[config.mk]
export PLATFORM = sky130hd
export DESIGN_NAME = first_fit_extent_allocator
export DESIGN_NICKNAME = d
export VERILOG_FILES = /design/src/design/ffea_pkg.sv /design/src/design/ffea_mem.sv /design/src/design/ffea_cfg.sv /design/src/design/ffea_engine.sv /design/src/design/first_fit_extent_allocator.sv
export SDC_FILE = /design/constraint.sdc
export NUM_CORES = 2
export LEC_CHECK = 0
export CORE_MARGIN = 4
export CORE_UTILIZATION = 50
export DETAILED_ROUTE_END_ITERATION = 8
export DONT_BUFFER_PORTS = 1
export GPL_ROUTABILITY_DRIVEN = 1
export PLACE_DENSITY = 0.66
export SKIP_LAST_GASP = 1
export SYNTH_ARGS = -nofsm -noshare
export SYNTH_HDL_FRONTEND = slang
export SYNTH_HIERARCHICAL = 1
export SYNTH_SLANG_ARGS = --single-unit
[constraint.sdc]
create_clock -name clk -period 8.3 [get_ports clk]
set_input_delay 1.66 -clock clk [delete_from_list [all_inputs] [get_ports clk]]
set_output_delay 1.66 -clock clk [all_outputs]
set_load 0.1 [all_outputs]
[src/design/ffea_pkg.sv]
`timescale 1ns / 1ps
`default_nettype none
// ----------------------------------------------------------------------------
// ffea_pkg
// Shared types and codes of the first-fit extent allocator.
// ----------------------------------------------------------------------------
package ffea_pkg;

  // operation codes
  typedef enum logic [1:0] {
    KIND_ALLOC  = 2'd0,
    KIND_FREE   = 2'd1,
    KIND_REINIT = 2'd2,
    KIND_NONE   = 2'd3
  } kind_t;

  // result codes
  typedef enum logic [1:0] {
    ST_OK    = 2'd0,
    ST_NOFIT = 2'd1,
    ST_BAD   = 2'd2,
    ST_FULL  = 2'd3
  } status_t;

  // register index of total_frames
  localparam logic REG_TOTAL_FRAMES = 1'b0;
  localparam int unsigned TOTAL_RESET = 1048576;

  // sequencer states
  typedef enum logic [2:0] {
    S_INIT,
    S_IDLE,
    S_SCAN,
    S_DECIDE,
    S_SHDN,
    S_SHUP,
    S_DONE
  } state_t;

  // request word
  typedef struct packed {
    logic [1:0]  kind;
    logic [20:0] request_size;
    logic [19:0] frame_address;
  } req_t;

  // response word
  typedef struct packed {
    logic [1:0]  status;
    logic [19:0] granted_address;
    logic [6:0]  extent_count;
  } rsp_t;

endpackage
`default_nettype wire

[src/design/ffea_mem.sv]
`timescale 1ns / 1ps
`default_nettype none
// ----------------------------------------------------------------------------
// ffea_mem
// Extent table: one write port, one read port with registered data.
// ----------------------------------------------------------------------------
module ffea_mem #(
  parameter int DEPTH = 64,
  parameter int WIDTH = 41
) (
  input  wire logic                     clk,
  input  wire logic                     we,
  input  wire logic [$clog2(DEPTH)-1:0] wr_addr,
  input  wire logic [WIDTH-1:0]         wr_data,
  input  wire logic [$clog2(DEPTH)-1:0] rd_addr,
  output logic      [WIDTH-1:0]         rd_data
);

  logic [WIDTH-1:0] mem [DEPTH];

  // write port
  always_ff @(posedge clk) begin
    if (we) begin
      mem[wr_addr] <= wr_data;
    end
  end

  // read port
  always_ff @(posedge clk) begin
    rd_data <= mem[rd_addr];
  end

endmodule
`default_nettype wire

[src/design/ffea_cfg.sv]
`timescale 1ns / 1ps
`default_nettype none
// ----------------------------------------------------------------------------
// ffea_cfg
// Register port holding total_frames.
// ----------------------------------------------------------------------------
module ffea_cfg
  import ffea_pkg::*;
(
  input  wire logic        clk,
  input  wire logic        rst,
  input  wire logic        psel,
  input  wire logic        penable,
  input  wire logic        pwrite,
  input  wire logic [2:0]  paddr,
  input  wire logic [31:0] pwdata,
  output logic      [31:0] prdata,
  output logic             pready,
  output logic      [20:0] total_frames
);

  logic wr_hit;

  assign pready = 1'b1;
  assign wr_hit = psel && penable && pwrite && (paddr[2] == REG_TOTAL_FRAMES);

  // register write
  always_ff @(posedge clk) begin
    if (rst) begin
      total_frames <= 21'(TOTAL_RESET);
    end else if (wr_hit) begin
      total_frames <= pwdata[20:0];
    end
  end

  // read back
  always_comb begin
    prdata = '0;
    if (paddr[2] == REG_TOTAL_FRAMES) begin
      prdata = {11'd0, total_frames};
    end
  end

endmodule
`default_nettype wire

[src/design/ffea_engine.sv]
`timescale 1ns / 1ps
`default_nettype none
// ----------------------------------------------------------------------------
// ffea_engine
// Sequencer: scans the extent table, decides, shifts entries, reports.
// ----------------------------------------------------------------------------
module ffea_engine
  import ffea_pkg::*;
#(
  parameter int MAX_EXTENTS = 64,
  parameter int FRAME_BITS  = 20
) (
  input  wire logic                                   clk,
  input  wire logic                                   rst,
  input  wire logic [20:0]                            total_frames,
  input  wire logic                                   req_valid,
  output logic                                        req_stall,
  input  wire req_t                                   req,
  output logic                                        rsp_valid,
  input  wire logic                                   rsp_stall,
  output rsp_t                                        rsp,
  output logic                                        mem_we,
  output logic [$clog2(MAX_EXTENTS)-1:0]              mem_wr_addr,
  output logic [2*FRAME_BITS:0]                       mem_wr_data,
  output logic [$clog2(MAX_EXTENTS)-1:0]              mem_rd_addr,
  input  wire logic [2*FRAME_BITS:0]                  mem_rd_data
);

  localparam int IW = $clog2(MAX_EXTENTS);
  localparam int CW = $clog2(MAX_EXTENTS + 1);
  localparam int FB = FRAME_BITS;
  localparam int LW = FRAME_BITS + 1;
  localparam int TW = (FRAME_BITS + 1 > 21) ? FRAME_BITS + 1 : 21;
  localparam int EW = TW + 1;

  state_t state, state_next;

  logic [TW-1:0] sz;
  logic [FB-1:0] addr;
  logic [EW-1:0] fend;
  logic          op_alloc;
  logic [CW-1:0] cnt, new_cnt;
  logic [CW-1:0] idx, p;
  logic          pend;
  logic [IW-1:0] pend_idx;
  logic [FB-1:0] cur_start, prev_start;
  logic [LW-1:0] cur_len, prev_len;
  logic [1:0]    res_status;
  logic [FB-1:0] res_grant;

  // incoming word decode
  logic [TW-1:0] in_sz, eff_total, lim, tot;
  logic [FB-1:0] in_addr;
  logic [EW-1:0] in_end;
  logic          accept;
  kind_t         in_kind;

  assign in_kind   = kind_t'(req.kind);
  assign in_sz     = TW'(req.request_size);
  assign in_addr   = FB'(req.frame_address);
  assign in_end    = EW'(in_addr) + EW'(in_sz);
  assign lim       = TW'(1) << FB;
  assign tot       = TW'(total_frames);
  assign eff_total = (tot < lim) ? tot : lim;
  assign accept    = req_valid && (state == S_IDLE);
  assign req_stall = (state != S_IDLE);

  // table read word
  logic [FB-1:0] rd_start;
  logic [LW-1:0] rd_len;
  logic          hit;

  assign rd_start = mem_rd_data[2*FB:LW];
  assign rd_len   = mem_rd_data[LW-1:0];
  assign hit      = op_alloc ? (TW'(rd_len) >= sz) : (rd_start >= addr);

  // scan end
  logic scan_stop;
  assign scan_stop = (pend && hit) || (idx == cnt);

  // decision on the located position
  logic          has_prev, has_cur, below, above, ovl;
  logic [EW-1:0] prev_end;
  logic [1:0]    dec_status;
  logic [FB-1:0] dec_grant;
  logic          dec_wr;
  logic [IW-1:0] dec_wr_idx;
  logic [2*FB:0] dec_wr_data;
  state_t        dec_next;
  logic [CW-1:0] dec_cnt;

  assign has_prev = (p != '0);
  assign has_cur  = (p < cnt);
  assign prev_end = EW'(prev_start) + EW'(prev_len);
  assign ovl      = (has_prev && (prev_end > EW'(addr)))
                 || (has_cur && (fend > EW'(cur_start)));
  assign below    = has_prev && (prev_end == EW'(addr));
  assign above    = has_cur && (EW'(cur_start) == fend);

  always_comb begin
    dec_status  = ST_OK;
    dec_grant   = '0;
    dec_wr      = 1'b0;
    dec_wr_idx  = p[IW-1:0];
    dec_wr_data = '0;
    dec_next    = S_DONE;
    dec_cnt     = cnt;
    if (op_alloc) begin
      if (!has_cur) begin
        dec_status = ST_NOFIT;
      end else if (TW'(cur_len) == sz) begin
        dec_grant = cur_start;
        dec_next  = S_SHDN;
        dec_cnt   = cnt - 1'b1;
      end else begin
        dec_grant   = cur_start;
        dec_wr      = 1'b1;
        dec_wr_data = {FB'(EW'(cur_start) + EW'(sz)), LW'(TW'(cur_len) - sz)};
      end
    end else if (ovl) begin
      dec_status = ST_BAD;
    end else if (below && above) begin
      dec_wr      = 1'b1;
      dec_wr_idx  = IW'(p - 1'b1);
      dec_wr_data = {prev_start, LW'(EW'(prev_len) + EW'(sz) + EW'(cur_len))};
      dec_next    = S_SHDN;
      dec_cnt     = cnt - 1'b1;
    end else if (below) begin
      dec_wr      = 1'b1;
      dec_wr_idx  = IW'(p - 1'b1);
      dec_wr_data = {prev_start, LW'(EW'(prev_len) + EW'(sz))};
    end else if (above) begin
      dec_wr      = 1'b1;
      dec_wr_data = {addr, LW'(EW'(cur_len) + EW'(sz))};
    end else if (cnt == CW'(MAX_EXTENTS)) begin
      dec_status = ST_FULL;
    end else begin
      dec_next = S_SHUP;
      dec_cnt  = cnt + 1'b1;
    end
  end

  // immediate outcome of an accepted word
  logic in_bad, in_scan;
  always_comb begin
    in_bad  = 1'b0;
    in_scan = 1'b0;
    case (in_kind)
      KIND_ALLOC: begin
        in_bad  = (in_sz == '0);
        in_scan = !in_bad;
      end
      KIND_FREE: begin
        in_bad  = (in_sz == '0) || (in_end > EW'(eff_total));
        in_scan = !in_bad;
      end
      KIND_REINIT: begin
        in_bad = 1'b0;
      end
      default: begin
        in_bad = 1'b1;
      end
    endcase
  end

  // next state
  always_comb begin
    state_next = state;
    case (state)
      S_INIT:   state_next = S_IDLE;
      S_IDLE: begin
        if (accept) begin
          state_next = in_scan ? S_SCAN : S_DONE;
        end
      end
      S_SCAN: begin
        if (scan_stop) begin
          state_next = S_DECIDE;
        end
      end
      S_DECIDE: state_next = dec_next;
      S_SHDN: begin
        if ((idx >= cnt) && !pend) begin
          state_next = S_DONE;
        end
      end
      S_SHUP: begin
        if ((idx == p) && !pend) begin
          state_next = S_DONE;
        end
      end
      S_DONE: begin
        if (!rsp_valid || !rsp_stall) begin
          state_next = S_IDLE;
        end
      end
      default:  state_next = S_INIT;
    endcase
  end

  // memory port control
  always_comb begin
    mem_we      = 1'b0;
    mem_wr_addr = '0;
    mem_wr_data = {{FB{1'b0}}, LW'(eff_total)};
    mem_rd_addr = idx[IW-1:0];
    case (state)
      S_INIT: begin
        mem_we = 1'b1;
      end
      S_IDLE: begin
        mem_we = accept && (in_kind == KIND_REINIT);
      end
      S_DECIDE: begin
        mem_we      = dec_wr;
        mem_wr_addr = dec_wr_idx;
        mem_wr_data = dec_wr_data;
      end
      S_SHDN: begin
        mem_we      = pend;
        mem_wr_addr = IW'(pend_idx - 1'b1);
        mem_wr_data = mem_rd_data;
      end
      S_SHUP: begin
        mem_rd_addr = IW'(idx - 1'b1);
        if (pend) begin
          mem_we      = 1'b1;
          mem_wr_addr = IW'(pend_idx + 1'b1);
          mem_wr_data = mem_rd_data;
        end else begin
          mem_we      = (idx == p);
          mem_wr_addr = p[IW-1:0];
          mem_wr_data = {addr, LW'(sz)};
        end
      end
      default: begin
        mem_we = 1'b0;
      end
    endcase
  end

  // state register
  always_ff @(posedge clk) begin
    if (rst) begin
      state <= S_INIT;
    end else begin
      state <= state_next;
    end
  end

  // control and datapath registers
  always_ff @(posedge clk) begin
    if (rst) begin
      cnt       <= '0;
      pend      <= 1'b0;
      rsp_valid <= 1'b0;
    end else begin
      if (rsp_valid && !rsp_stall && (state != S_DONE)) begin
        rsp_valid <= 1'b0;
      end
      case (state)
        S_INIT: begin
          cnt <= CW'(eff_total != '0);
        end
        S_IDLE: begin
          if (accept) begin
            sz         <= in_sz;
            addr       <= in_addr;
            fend       <= in_end;
            op_alloc   <= (in_kind == KIND_ALLOC);
            idx        <= '0;
            pend       <= 1'b0;
            res_grant  <= '0;
            new_cnt    <= cnt;
            res_status <= in_bad ? ST_BAD : ST_OK;
            if (in_kind == KIND_REINIT) begin
              new_cnt <= CW'(eff_total != '0);
            end
          end
        end
        S_SCAN: begin
          pend     <= (idx < cnt);
          pend_idx <= idx[IW-1:0];
          if (idx < cnt) begin
            idx <= idx + 1'b1;
          end
          if (pend && !hit) begin
            prev_start <= rd_start;
            prev_len   <= rd_len;
          end
          if (pend && hit) begin
            p         <= CW'(pend_idx);
            cur_start <= rd_start;
            cur_len   <= rd_len;
          end else if (idx == cnt) begin
            p <= cnt;
          end
        end
        S_DECIDE: begin
          res_status <= dec_status;
          res_grant  <= dec_grant;
          new_cnt    <= dec_cnt;
          pend       <= 1'b0;
          idx        <= (dec_next == S_SHUP) ? cnt : p + 1'b1;
        end
        S_SHDN: begin
          pend     <= (idx < cnt);
          pend_idx <= idx[IW-1:0];
          if (idx < cnt) begin
            idx <= idx + 1'b1;
          end
        end
        S_SHUP: begin
          pend     <= (idx > p);
          pend_idx <= IW'(idx - 1'b1);
          if (idx > p) begin
            idx <= idx - 1'b1;
          end
        end
        S_DONE: begin
          if (!rsp_valid || !rsp_stall) begin
            cnt       <= new_cnt;
            rsp_valid <= 1'b1;
            rsp.status          <= res_status;
            rsp.granted_address <= 20'(res_grant);
            rsp.extent_count    <= 7'(new_cnt);
          end
        end
        default: begin
          pend <= 1'b0;
        end
      endcase
    end
  end

endmodule
`default_nettype wire

[src/design/first_fit_extent_allocator.sv]
`timescale 1ns / 1ps
`default_nettype none
// ----------------------------------------------------------------------------
// first_fit_extent_allocator
// First-fit free-extent allocator with coalescing over a sorted extent table.
// ----------------------------------------------------------------------------
// One word is worked at a time. Allocate and free scan the table at one entry
// per cycle through the single read port and stop at the first entry that fits
// or lies at or above the freed range; removing or inserting an entry then
// shifts only the entries above that point, again one per cycle through the
// read-then-write port pair. Reinitialize and rejected words skip the scan.
// After reset the block writes the initial extent before it takes words. A
// finished response waits in its own register while the next request is
// accepted.
module first_fit_extent_allocator
  import ffea_pkg::*;
#(
  parameter int MAX_EXTENTS = 64,
  parameter int FRAME_BITS  = 20
) (
  input  wire logic        clk,
  input  wire logic        rst,
  input  wire logic        req_valid,
  output logic             req_stall,
  input  wire req_t        req,
  output logic             rsp_valid,
  input  wire logic        rsp_stall,
  output rsp_t             rsp,
  input  wire logic        psel,
  input  wire logic        penable,
  input  wire logic        pwrite,
  input  wire logic [2:0]  paddr,
  input  wire logic [31:0] pwdata,
  output logic      [31:0] prdata,
  output logic             pready
);

  localparam int IW = $clog2(MAX_EXTENTS);
  localparam int DW = 2 * FRAME_BITS + 1;

  logic [20:0]   total_frames;
  logic          mem_we;
  logic [IW-1:0] mem_wr_addr, mem_rd_addr;
  logic [DW-1:0] mem_wr_data, mem_rd_data;

  // configuration register
  ffea_cfg u_cfg (
    .clk          (clk),
    .rst          (rst),
    .psel         (psel),
    .penable      (penable),
    .pwrite       (pwrite),
    .paddr        (paddr),
    .pwdata       (pwdata),
    .prdata       (prdata),
    .pready       (pready),
    .total_frames (total_frames)
  );

  // extent table
  ffea_mem #(
    .DEPTH (MAX_EXTENTS),
    .WIDTH (DW)
  ) u_mem (
    .clk     (clk),
    .we      (mem_we),
    .wr_addr (mem_wr_addr),
    .wr_data (mem_wr_data),
    .rd_addr (mem_rd_addr),
    .rd_data (mem_rd_data)
  );

  // sequencer
  ffea_engine #(
    .MAX_EXTENTS (MAX_EXTENTS),
    .FRAME_BITS  (FRAME_BITS)
  ) u_engine (
    .clk          (clk),
    .rst          (rst),
    .total_frames (total_frames),
    .req_valid    (req_valid),
    .req_stall    (req_stall),
    .req          (req),
    .rsp_valid    (rsp_valid),
    .rsp_stall    (rsp_stall),
    .rsp          (rsp),
    .mem_we       (mem_we),
    .mem_wr_addr  (mem_wr_addr),
    .mem_wr_data  (mem_wr_data),
    .mem_rd_addr  (mem_rd_addr),
    .mem_rd_data  (mem_rd_data)
  );

  // an accepted word keeps the request side busy next cycle
  a_busy_after_accept: assert property (@(posedge clk) disable iff (rst)
    (req_valid && !req_stall) |=> req_stall)
    else $error("request taken while previous word in flight");

  // only a successful allocate carries a grant
  a_grant_zero: assert property (@(posedge clk) disable iff (rst)
    (rsp_valid && (rsp.status != ST_OK)) |-> (rsp.granted_address == '0))
    else $error("grant on failed operation");

  // a new response only follows a word in progress
  a_rsp_after_work: assert property (@(posedge clk) disable iff (rst)
    $rose(rsp_valid) |-> $past(req_stall))
    else $error("response without a request");

endmodule
`default_nettype wire
==> parameters.txt <==
Parameter                              Value

Run status
  Run status    finished, final reports clean

STA
  RSZ-0062 raised after global routing    no
  Maximum clock skew at final layout    ~91 ps
  Min Clock Period, post-route    roughly 7800 ps
  Tightest Pin Transition    between 1000 and 1500 ps
  Total count of hold-check failures in the final report    0
  Max Freq    129 MHz
  Crit share post-route    slightly above 90%
  Fin. max-slew vios    0
  Number of failing setup endpoints in the final timing report    0
  Total Negative Setup Slacks    0 ps
  Relative slew margins    between 10% and 20%

Detailed routing
  Via-to-Cell Ratio    roughly 6.5
  Number of design rule violations left after detail routing    0
  Router iterations before antenna repair    6
  Wire length reported by the detailed router    between 300 and 400 mm
  Post-route ant nets    0
  Routed vias    ~67000
  DRT iter0 DRCs    just over 9000
  Post-detailed-route wirelength per cell    ~33 um

Die
  Ports    between 100 and 150
  Die area    roughly 0.25 mm^2
  Die height    about 500 um
  Floorplan Core Area    roughly 0.24 mm^2
  Site Rows    ~180
  Initial Util    about half
  Die width    502 um

Yosys
  Top flip-flop cell by instance count after synthesis    sky130_fd_sc_hd__edfxtp_1
  Number of synthesis warnings    6
  Area share of the largest cell type after synthesis    a little over two thirds
  Synthesized cell area    around 0.12 mm^2
  EDFF count, synth    between 2000 and 3000
  Sequential fraction of the synthesis area    71.2%
  Post-Synthesis Mean Instance Area    between 15 and 20 um^2
  Post-synthesis async set-or-reset flop share    0%
  Netlist cell types    94
  Largest area contributor in the netlist    sky130_fd_sc_hd__edfxtp_1
  Syn Inst Count    6609
  Area contributors post-synth    sky130_fd_sc_hd__edfxtp_1 70%, sky130_fd_sc_hd__mux4_2 13%, sky130_fd_sc_hd__ha_1 2.8%
  #FFs+latches synth    about 2900

Power and ir drop
  Peak ir drop on the vdd network    between 0.0002 and 0.0003 V
  Share of total power consumed by net switching    29.7%
  Combinational Power Share    around a quarter
  Internal Power    roughly 30 mW
  Switching pwr    about 12 mW
  Power share of the sequential group    roughly 45%
  Leak    roughly 45 nW
  PwrDens    about 300 mW/mm^2
  Relative contribution of the clock network to total power    32.0%

Clock network
  CTS tree    yes
  Clock latency of the later-clocked register in the worst-skew pair    980 ps
  Clock tree root buffer cell    sky130_fd_sc_hd__clkbuf_16
  Buffers inserted during post-CTS setup optimization    0
  Post_cts resized    0
  Number of buffers on the longest clock path    4
  Clock transition at the register clock pins on the worst setup and hold paths after CTS    about 60 ps
  Count of hold-fix buffers inserted at cts    0
  TritonCTS buffer count    between 300 and 400
  Number of clock sinks    between 2000 and 3000
  Number of levels in the clock H-tree    5

Placement
  Last weighted congestion value of the routability-driven placer    about 0.99
  Total half-perimeter wirelength after legalization and detailed placement    slightly above 200 mm
  Inst Count DP    ~9700
  Count of port buffers added during placement    0

Layout
  Number of fill cells in the layout    about 18000
  Nets@finish    7187
  Layout overhead on the synthesized area    13.0%
  Commonest cells after routing, fill and taps aside    2848 x sky130_fd_sc_hd__edfxtp_1, 708 x sky130_fd_sc_hd__mux4_2, 320 x sky130_fd_sc_hd__clkbuf_16
  Leading cell type in the layout, fill and taps excluded    sky130_fd_sc_hd__edfxtp_1
  Fraction of layout cells with a size suffix above 1    22.9%
  Final non-filler cell total    ~10000

Setup path
  Critical Setup Path Class    reg -> reg
  Crit path max fanout    41
  Required @ worst endpoint    8870 ps
  Data arrival, critical path    8320 ps
  Endpoint kind of the worst setup timing path    flop
  Register-to-register setup slack    ~550 ps
  Kind of launch point of the worst setup path    flop

GRT
  Total gr overflow    0
  Total track usage    between 20 and 30%
  First-pass GRT wire length    between 400 and 500 mm
  Maximum number of pins on one net before global-route repair    about 120
  Number of global-route vias before repair    66200
  Antenna violations before repair    19

Run
  Number of maximum-capacitance constraint violations    0

Min path
  Hold WC Path Type    reg -> reg
registers in the layout (all words and copies together) (netlist names), 2 cells and up:
name and cells:
u_mem/mem 2624, u_mem/rd_data 41, u_engine/rsp 29, u_engine/fend 22
u_cfg/total_frames 21, u_engine/cur_len 21, u_engine/prev_len 21, u_engine/sz 21
u_engine/addr 20, u_engine/cur_start 20, u_engine/prev_start 20, u_engine/res_grant 20
u_engine/cnt 7, u_engine/idx 7, u_engine/new_cnt 7, u_engine/p 7
u_engine/pend_idx 6, u_engine/state 3, u_engine/res_status 2
synth_stat cells (all sizes together), types with 7 or more instances:
library cell     n
mux4           708
o21a            37
mux2i           65
a211o           10
nand2          212
o22ai          141
xnor2           93
dfxtp           74
nor3            91
buf            171
nor2b           50
or3             15
fa               7
o31ai           15
nand3b           8
nand4           36
nand3           75
nand2b          67
o21ai          189
a221o            9
a31oi           32
or2             21
a21oi          253
nor4            18
o221ai          49
o41ai            8
o21bai          16
nor2           320
o31a            13
a2111oi         10
xor2            47
a211oi          32
o211ai          17
inv            146
ha             271
a22oi           20
and4             7
a21o            48
clkbuf         176
edfxtp        2848
and2            14
and3            14
a221oi          28
mux2            55
through the flow:
stage / worst slack [ps] / instance area [um^2] / power, mW / hold slack (ps) / utilization, %
floorplan: 13.4 / 122000 / 24.6 / 400 / -
CTS: 694 / 138000 / 41.7 / 418 / 56.7
global placement: 799 / 128000 / 28.3 / 402 / 52.8
finish: 549 / 138000 / 41.6 / 417 / 56.7
detailed placement: 641 / 128000 / 28.5 / 405 / 52.8
global route: 133 / 138000 / 43.0 / 424 / 56.7
per-layer routing:
layer  global-route usage, %  vias to the layer above  wire (um)  share of wire (%)
met2                    40.8                     3677     155000                 46
met4                    11.1                        4      15900                4.7
li1                        -                    27500          -                  -
met5                       0                        -         26             0.0076
met3                    6.37                      591      36600                 11
met1                    38.1                    35200     133000                 39
area by class of cell:
type	count	area, um^2	area share [%]
timing repair buffer	239	2680	1.94
clock buffer	381	8280	6.00
sequential	2922	87000	63.0
antenna	5	12.5	0.00907
tap	3202	4010	2.90
multi-input combinational	3201	34100	24.7
inverter	149	573	0.415
clock inverter	155	1380	0.999
power by group through the flow:
stage                     Combinational (mW)  Sequential, mW  Clock (mW)
after detailed placement                9.64            18.8           0
final                                   9.72            18.5        13.3
after CTS                               9.67            18.5        13.5
after floorplan                         5.91            18.7           0
after global routing                    10.2            18.6        14.2
after global placement                  9.48            18.8           0
worst paths after layout:
path / start / to / depth (start not counted)
worst min-delay path: u_engine/res_grant[0] / u_engine/rsp[7] / 0
worst max-delay path: u_engine/prev_len[1] / u_mem/mem[3][11] / 23
worst min register to register: u_engine/res_grant[0] / u_engine/rsp[7] / 0
worst max register to register: u_engine/prev_len[1] / u_mem/mem[3][11] / 23
critical path: stages, from the launching register on:
cell and delay (ps):
sky130_fd_sc_hd__edfxtp_1 410, sky130_fd_sc_hd__ha_1 290, sky130_fd_sc_hd__a21oi_1 230, sky130_fd_sc_hd__o22ai_1 150, sky130_fd_sc_hd__nor4_1 670, sky130_fd_sc_hd__o21ai_1 250, sky130_fd_sc_hd__a21oi_1 280, sky130_fd_sc_hd__o21bai_1 90
sky130_fd_sc_hd__a21oi_1 180, sky130_fd_sc_hd__xnor2_1 100, sky130_fd_sc_hd__ha_1 300, sky130_fd_sc_hd__nand4_1 160, sky130_fd_sc_hd__or2_2 340, sky130_fd_sc_hd__nor4_1 370, sky130_fd_sc_hd__nand3_1 290, sky130_fd_sc_hd__or2_1 330
sky130_fd_sc_hd__nor3_2 180, sky130_fd_sc_hd__buf_4 180, sky130_fd_sc_hd__o21ai_0 80, sky130_fd_sc_hd__o22ai_1 790, sky130_fd_sc_hd__nand3b_1 270, sky130_fd_sc_hd__or2_2 510, sky130_fd_sc_hd__nor2_4 150, sky130_fd_sc_hd__buf_4 730
kinds of logic (layout without fill, tap and decap cells):
kind of cell,after synthesis,count (layout),share of synthesized area (%)
adders and majority gates,278,278,2.89
xor gates and xnor gates,140,140,1.00
buffers and inverters,496,924,1.81
and+or+nand+nor,965,965,3.77
AOI/OAI and AO/OA,978,978,5.20
muxes,828,828,14.1
other,2,17,0.00615
DFF,2922,2922,71.2
Power figures use the tool's default switching activity.
